===== src/rtl/wcm_pkg.sv =====
// Shared types and constants for the concatenated-word window matcher.
package wcm_pkg;

  localparam int MAX_WORDS_DEF    = 16;
  localparam int MAX_WORD_LEN_DEF = 16;
  localparam int POS_BITS_DEF     = 32;
  localparam int CFG_BITS         = 5;

  localparam logic REG_WORD_LEN   = 1'b0;
  localparam logic REG_WORD_COUNT = 1'b1;

  typedef enum logic [1:0] {
    MODE_DICT = 2'd0,
    MODE_TEXT = 2'd1,
    MODE_NEW  = 2'd2,
    MODE_CLR  = 2'd3
  } mode_t;

  typedef enum logic [2:0] {
    ST_IDLE,
    ST_DUP,
    ST_CMP,
    ST_LOOK,
    ST_CHECK,
    ST_EVRD,
    ST_EVAP
  } state_t;

  typedef struct packed {
    logic clr_all_seen;
    logic clr_ph_seen;
    logic inc_seen;
    logic dec_seen;
    logic clr_req;
    logic inc_req;
    logic load;
  } cell_op_t;

endpackage


===== src/rtl/wcm_cell.sv =====
// One dictionary slot: stored word, required count and per-phase seen counts.
module wcm_cell #(
  parameter int MAX_WORDS    = wcm_pkg::MAX_WORDS_DEF,
  parameter int MAX_WORD_LEN = wcm_pkg::MAX_WORD_LEN_DEF,
  parameter int K            = 0,
  localparam int IW = $clog2(MAX_WORDS + 1),
  localparam int PW = (MAX_WORD_LEN > 1) ? $clog2(MAX_WORD_LEN) : 1,
  localparam int LW = $clog2(MAX_WORD_LEN + 1),
  localparam int CW = $clog2(MAX_WORDS + 2)
) (
  input  logic             clk,
  input  logic             rst_n,
  input  wcm_pkg::cell_op_t op,
  input  logic [IW-1:0]    op_id,
  input  logic [PW-1:0]    ph,
  input  logic [IW-1:0]    fill,
  input  logic [LW-1:0]    wl,
  input  logic [7:0]       load_data [MAX_WORD_LEN],
  input  logic [7:0]       cmp_data  [MAX_WORD_LEN],
  input  logic             claim_in,
  output logic             claim_out,
  output logic             hit,
  input  logic [IW-1:0]    sel_id,
  input  logic [CW-1:0]    sel_seen_in,
  input  logic [CW-1:0]    sel_req_in,
  output logic [CW-1:0]    sel_seen_out,
  output logic [CW-1:0]    sel_req_out
);

  logic [7:0]    word_r [MAX_WORD_LEN];
  logic [CW-1:0] req_r;
  logic [CW-1:0] seen_r [MAX_WORD_LEN];
  logic          match;
  logic          valid;
  logic          mine;

  always_comb begin
    match = 1'b1;
    for (int j = 0; j < MAX_WORD_LEN; j++) begin
      if ((LW'(j) < wl) && (word_r[j] != cmp_data[j])) begin
        match = 1'b0;
      end
    end
  end

  assign valid        = IW'(K) < fill;
  assign mine         = op_id == IW'(K);
  assign hit          = valid && match && !claim_in;
  assign claim_out    = claim_in || (valid && match);
  assign sel_seen_out = (sel_id == IW'(K)) ? seen_r[ph] : sel_seen_in;
  assign sel_req_out  = (sel_id == IW'(K)) ? req_r : sel_req_in;

  always_ff @(posedge clk) begin
    if (op.load && mine) begin
      word_r <= load_data;
    end
  end

  always_ff @(posedge clk) begin
    if (!rst_n) begin
      req_r <= '0;
      for (int j = 0; j < MAX_WORD_LEN; j++) begin
        seen_r[j] <= '0;
      end
    end else begin
      priority if (op.clr_req) begin
        req_r <= '0;
      end else if (op.inc_req && mine) begin
        req_r <= req_r + CW'(1);
      end else if (op.load && mine) begin
        req_r <= CW'(1);
      end
      priority if (op.clr_all_seen) begin
        for (int j = 0; j < MAX_WORD_LEN; j++) begin
          seen_r[j] <= '0;
        end
      end else if (op.clr_ph_seen) begin
        seen_r[ph] <= '0;
      end else if (op.inc_seen && mine) begin
        seen_r[ph] <= seen_r[ph] + CW'(1);
      end else if (op.dec_seen && mine && (seen_r[ph] != '0)) begin
        seen_r[ph] <= seen_r[ph] - CW'(1);
      end
    end
  end

endmodule


===== config.mk =====
export PLATFORM = sky130hd
export DESIGN_NAME = wcm_cell
export DESIGN_NICKNAME = d
export VERILOG_FILES = /design/src/rtl/wcm_pkg.sv /design/src/rtl/wcm_cell.sv
export SDC_FILE = /design/constraint.sdc
export NUM_CORES = 1
export LEC_CHECK = 0
export ABC_AREA = 1
export BUFFER_PORTS_ARGS = -buffer_cell sky130_fd_sc_hd__buf_4
export CAP_MARGIN = 20
export CORE_ASPECT_RATIO = 1.2
export CORE_MARGIN = 4
export CORE_UTILIZATION = 50
export CTS_CLUSTER_SIZE = 10
export DETAILED_ROUTE_END_ITERATION = 8
export MAX_ROUTING_LAYER = met4
export PLACE_DENSITY = 0.74
export SLEW_MARGIN = 20
export SYNTH_ARGS = -nofsm -noshare
export SYNTH_HDL_FRONTEND = slang
export SYNTH_SLANG_ARGS = --single-unit

===== constraint.sdc =====
create_clock -name clk -period 8.8 [get_ports clk]
set_clock_uncertainty 0.15 [all_clocks]
set_input_delay 0.44 -clock clk [delete_from_list [all_inputs] [get_ports clk]]
set_output_delay 0.44 -clock clk [all_outputs]
set_load 0.02 [all_outputs]

==> results.md, run 1 <==
- Outcome: finished clean
- Data required time of the critical path: 8.83 ns
- Floorplan row count: 57
- Syn avg cell area: 10.2 sq um
- Post-DRT Antenna Nets: 0
- Synthesized cell area: 0.0105 sq mm
- Crit path top cell by count: nand2_1
- IO Port Bufs: 311
- Worst hold path depth: 3
- Total nets after synthesis: 1,336
- Core Region: 0.0205 sq mm
- Clock root buffer master: clkbuf_16
- Number of warning messages in the yosys log: 0
- Number of nets in the layout: 1,782
- Post-DR vias/cell: 5.12
- Total track usage: 0.287
- Clk_lat worst skew: 0.51 ns
- Number of buffers and inverters on the critical path: 2
- Total iterations of the first detailed-routing run: 5
- Worst hold path class: primary input to register
- Hold Path Sink: req_r[1]$_SDFFE_PP0P_
- Most common library cell in the layout ignoring fill and taps: nand2_1
- Worst slew pin tran: 1.01 ns
- Worst setup EP type: register
- Ordered list of cells on the worst path: buf_4 -> inv_2 -> nand2_1 -> nand2_1 -> nand2_1 -> nand2_1 -> nand2_1 -> nand2_1 -> nor2_1 -> ha_1 -> nand2_2 -> o21bai_4 -> nand3_4 -> nand2_1 -> nand2_1
- Wire length of the first global-routing pass: 50.6 mm
- Period utilisation layout: 0.424
- Number of synthesized flops with an enable pin: 208
- Maximum clock frequency: 268 MHz
- CP delay by family, top: simple AND/OR/NAND/NOR gates
- FF-to-FF setup slack: 5.49 ns
- Final max-slew violation count: 0
- Worst r2r dst: seen_r[11][2]$_SDFFCE_PN0P_
- Cell area power density: 156 mW/mm^2
- Leakage power: 0.00628 uW
- Total Die Area: 0.0234 sq mm
- Peak ir drop on the vdd network: 0.145 mV
- Synthesized instance count: 1,032
- Vias: 8,973
- Startpoint of the worst-slack reg-to-reg timing path: seen_r[4][1]$_SDFFCE_PN0P_
- Flip-flop and latch count after synthesis: 213
- Detailed router's first-iteration violation count: 603
- Maximum fanout along the worst path: 43
- Layout area overhead: 43.0%
- Unrepaired setup endpoints after global routing: no
- Placer Congestion: 0.877
- Antenna violations before repair: 5
- Buffer depth of the longest clock path: 3
- Number of hold violations in the final report: 0
- Startpoint type of the worst setup path: primary input
- Commonest cells after routing, fill and taps aside: nand2_1 (317), buf_4 (313), edfxtp_1 (208)
- Total wire length after detailed routing: 33.9 mm
- Portion of the post-synthesis area used by sequential elements: 0.604
- Min-Delay Startpoint: op[2]
- Clock tree from TritonCTS: yes
- Starting utilization of the core area: 0.513
- Depth of the worst register-to-register path: 13
- Min Hold Slack: 0.0998 ns
- Setup TNS: 0 ns
- Dominant register cell in the synthesized netlist: edfxtp_1
- Share of cells above drive strength 1: 0.267
- Post-layout minimum cycle time: 3.73 ns
- Largest net degree at the start of global routing: 76
- Number of global-route vias before repair: 9,324
- Die extent in y: 167 um
- Num ports: 312
- Largest incremental delay on the critical path: 0.54 ns
- Share of async-settable or async-resettable flops after synthesis: 0
- Residual DRC: 0
- Number of distinct library cells after synthesis: 35
- Congestion Overflow GR: 0
- Arrival time of the worst setup path: 3.76 ns
- Number of buffers added for setup after CTS: 0
- Max cap viols: 0
- Slowest-stage cell, CP: nand3_4
- Average wire per cell in the routed design: 19.3 um
- Hpwl dp: 22.7 mm
- Resize count post-CTS: 0
- Count of H-tree levels built during CTS: 1
- Max_slew headroom: 0.327
- Clk slew on worst S/H paths: 0.05 ns
- TritonCTS Buffers: 25
- TritonCTS Sinks: 213
- Final count of negative-setup-slack endpoints: 0
- Worst Path Class, Setup: primary input to register
- Horizontal extent of the die: 140 um
worst max-delay path by stage:
stage / endpoint / cells past startpoint / start
2_1_floorplan: req_r[0]$_SDFFE_PP0P_ / 6 / op_id[1]
3_3_place_gp: seen_r[10][0]$_SDFFCE_PN0P_ / 15 / ph[0]
3_5_place_dp: seen_r[11][2]$_SDFFCE_PN0P_ / 15 / ph[0]
4_1_cts: seen_r[13][3]$_SDFFCE_PN0P_ / 15 / ph[0]
5_1_grt: seen_r[13][4]$_SDFFCE_PN0P_ / 15 / ph[0]
6_report: seen_r[11][2]$_SDFFCE_PN0P_ / 15 / ph[0]
stage by stage:
| step | cells | util | instance area, sq um | power, uW | worst slack [ns] |
|---|---|---|---|---|---|
| global placement | 1588 | 0.637 | 13000 | 1400 | 4.75 |
| floorplan | 1032 | - | 10500 | 1270 | 1.24 |
| detailed placement | 1588 | 0.637 | 13000 | 1400 | 4.62 |
| global route | 1751 | 0.734 | 15000 | 2420 | 4.78 |
| CTS | 1746 | 0.733 | 15000 | 2350 | 5.15 |
| finish | 1753 | 0.734 | 15000 | 2350 | 5.07 |
layer usage:
layer / track usage / routed length [um] / vias to the layer above
li1: - / - / 4279
met3: 0.0614 / 2940 / 96
met2: 0.522 / 18300 / 399
met5: - / 0 / -
met1: 0.300 / 11400 / 4199
met4: 0.115 / 1300 / 0
synthesized netlist by cell type (5+ instances only):
cell type / n / area share
nand2_1: 317 / 0.11
edfxtp_1: 208 / 0.59
nor2_1: 152 / 0.054
xnor2_1: 76 / 0.063
inv_1: 65 / 0.023
nand3_1: 45 / 0.021
or2_2: 27 / 0.016
xor2_1: 21 / 0.018
nand4_1: 19 / 0.011
o21ai_0: 17 / 0.0081
nor3_1: 16 / 0.0076
nand2_8: 10 / 0.019
buf_2: 8 / 0.0038
buf_4: 5 / 0.0036
clkbuf_1: 5 / 0.0018
dfxtp_1: 5 / 0.0095
inv_2: 5 / 0.0018
flip-flops by register name (all words and copies together), names as in the netlist:
| signal | cells |
|---|---|
| req_r | 5 |
| seen_r | 80 |
| word_r | 128 |
timing repair:
action                                  in CTS  in global routing
endpoints found under the hold margin      128                  0
endpoints found under the setup margin       0                  0
hold buffers                               128                  0
tightest hold or removal path, cell delays in order:
cell and delay, ns:
buf_4 0.07, or2_2 0.14, a21oi_1 0.04
area by class of cell:
type,count,area (sq um)
clock buffer,28,637
inverter,70,263
multi-input combinational,727,3750
fill,1393,5450
antenna,7,17.5
clock inverter,2,38.8
sequential,213,6350
timing repair buffer,441,3630
tap,265,332
report_power, final:
group	internal (uW)	leakage [uW]	switching, uW
clock	533	0.000330	371
sequential	1140	0.00209	8.55
combinational	169	0.00387	131
total	1840	0.00628	510
kinds of logic after synthesis:
| group | synth area share |
|---|---|
| XOR/XNOR | 0.0809 |
| AO/OA/AOI/OAI | 0.0183 |
| AND/OR/NAND/NOR | 0.251 |
| flip-flops | 0.604 |
| multiplexers | 0.00107 |
| adder cells (fa/ha/maj) | 0.00476 |
| buffers and inverters | 0.0393 |
Power figures use the tool's default switching activity.
==> run 2, diff against run 1 <==
Clock period 8.8 ns to 3.8 ns, I/O delays scaled along.
==> run 2 against run 1 <==
Effect of this change: total power is 140% higher; clock-buffer cell count is 1 higher; routed wire length is 2.1% lower; global-route usage is 0.85 points lower; sequential power is 130% higher; worst setup slack worse by 4.1 ns; clock power is 140% higher; via count is 0.22% higher; first-iteration DRC count is 8.3% lower; largest power group unchanged; die area stayed put; combinational power is 130% higher.
==> results.md, run 2 (synthesis gave the netlist of run 1 again) <==
- Number of hold violations in the final report: 0
- Congestion Overflow GR: 0
- Slowest-stage cell, CP: edfxtp_1
- Share of cells above drive strength 1: 0.271
- Antenna violations before repair: 9
- Worst slew pin tran: 0.736 ns
- Worst hold path class: primary input to register
- Number of global-route vias before repair: 9,026
- Num ports: 312
- Crit path top cell by count: nand2_1
- Count of H-tree levels built during CTS: 1
- Max cap viols: 0
- Core Region: 0.0205 sq mm
- Largest incremental delay on the critical path: 0.40 ns
- Clock root buffer master: clkbuf_16
- Worst Path Class, Setup: register to register
- Wire length of the first global-routing pass: 48.9 mm
- Data required time of the critical path: 3.87 ns
- IO Port Bufs: 311
- Detailed router's first-iteration violation count: 553
- Total Die Area: 0.0234 sq mm
- Power share of the combinational group: 0.126
- Total track usage: 0.279
- Portion of total power attributed to the clock network: 0.397
- Resize count post-CTS: 0
- Number of buffers and inverters on the critical path: 1
- Clk slew on worst S/H paths: 0.05 ns
- Worst setup EP type: register
- Setup TNS: 0 ns
- CP delay by family, top: simple AND/OR/NAND/NOR gates
- Clk_lat worst skew: 0.51 ns
- Net Sw Frac: 0.217
- Number of nets in the layout: 1,795
- Total iterations of the first detailed-routing run: 5
- Post-layout utilization of the core: 0.744
- TritonCTS Sinks: 213
- Starting utilization of the core area: 0.513
- Layout area overhead: 45.1%
- Die extent in y: 167 um
- Total wire length after detailed routing: 33.2 mm
- Horizontal extent of the die: 140 um
- Cell internal pwr: 4350 uW
- Unrepaired setup endpoints after global routing: no
- Average wire per cell in the routed design: 18.7 um
- Vias: 8,993
- Buffer depth of the longest clock path: 3
- Max reg flops: 128
- Largest net degree at the start of global routing: 43
- Floorplan row count: 57
- Peak ir drop on the vdd network: 0.391 mV
- Maximum fanout along the worst path: 12
- Final Worst Setup Slack: 0.940 ns
- Maximum clock frequency: 350 MHz
- Sequential Power Share: 0.477
- Outcome: finished clean
- Ordered list of cells on the worst path: nand2_1 -> nand2_1 -> nand2_1 -> nand2_1 -> nand2_1 -> nand2_1 -> nor2_4 -> ha_1 -> nand2_2 -> o21bai_4 -> nand3_4 -> buf_12 -> nand2_8 -> nand2_1
- TritonCTS Buffers: 26
- Startpoint type of the worst setup path: register
- Clock tree from TritonCTS: yes
- Leakage power: 0.00638 uW
- Post-DRT Antenna Nets: 0
- Final count of negative-setup-slack endpoints: 0
- Largest register by flop count: word_r
- Hpwl dp: 22.9 mm
- Most common library cell in the layout ignoring fill and taps: nand2_1
- Post-layout minimum cycle time: 2.86 ns
- Commonest cells after routing, fill and taps aside: nand2_1 (317), buf_4 (316), edfxtp_1 (208)
- Post-DR vias/cell: 5.08
- Cell area power density: 364 mW/mm^2
- Placer Congestion: 0.898
- Max_slew headroom: 0.508
- Final max-slew violation count: 0
- Period utilisation layout: 0.753
- Worst slack at placement: 0.614 ns
- Top flop regs: word_r x128, seen_r x80, req_r x5
- P_sw: 1210 uW
- Arrival time of the worst setup path: 2.93 ns
- Residual DRC: 0
[run 2: worst register-to-register path, delay by kind of cell, from the launching register on]
family	cells	cell delay [ns]
DFF	1	0.40
AOI/OAI and AO/OA	1	0.19
adders and majority gates	1	0.22
and+or+nand+nor	11	1.31
buffers and inverters	1	0.32
[run 2: what timing repair did]
| item | in CTS | in global routing |
|---|---|---|
| hold endpoints to repair | 133 | 0 |
| buffers inserted | 0 | 0 |
| hold buffers | 132 | 0 |
[run 2: metal layers]
metal | wire (um) | global-route usage | part of all wire | vias to the layer above
met2 | 17600 | 0.497 | 0.53 | 384
li1 | - | - | - | 4321
met4 | 1550 | 0.127 | 0.047 | 0
met5 | 0 | - | 0 | -
met1 | 11500 | 0.292 | 0.35 | 4194
met3 | 2590 | 0.0622 | 0.078 | 94
[run 2: cell type report]
| class | count | area (sq um) |
|---|---|---|
| flip-flops and latches | 213 | 6350 |
| clock buffers | 29 | 683 |
| well taps | 265 | 332 |
| multi-input cells | 727 | 3750 |
| repair buffers | 453 | 3790 |
| inverters | 70 | 263 |
| diodes | 9 | 22.5 |
| clock inverters | 4 | 46.3 |
| fillers | 1369 | 5230 |
[run 2: per-stage QoR]
stage | cell area, sq um | hold WS [ns] | std cells | power, uW
floorplan | 10500 | 0.139 | 1032 | 2940
global placement | 13200 | 0.218 | 1596 | 3250
detailed placement | 13200 | 0.219 | 1596 | 3260
CTS | 15200 | 0.0495 | 1761 | 5560
global route | 15200 | 0.0675 | 1770 | 5750
finish | 15200 | 0.0624 | 1770 | 5550
[run 2: path summary, 6_finish.rpt]
check / cells after the start / start / slack (ns) / end
max: 14 / seen_r[9][0]$_SDFFCE_PN0P_ / 0.94 / seen_r[2][3]$_SDFFCE_PN0P_
min: 3 / op[0] / 0.06 / word_r[44]$_DFFE_PP_
max reg2reg: 14 / seen_r[9][0]$_SDFFCE_PN0P_ / 0.94 / seen_r[2][3]$_SDFFCE_PN0P_
min reg2reg: 2 / req_r[4]$_SDFFE_PP0P_ / 0.32 / req_r[4]$_SDFFE_PP0P_
[run 2: power by group through the flow]
stage	clock network (uW)	logic [uW]	registers, uW
after floorplan	0	250	2690
after global placement	0	550	2700
after detailed placement	0	564	2700
after CTS	2220	686	2650
after global routing	2340	752	2650
final	2200	700	2650
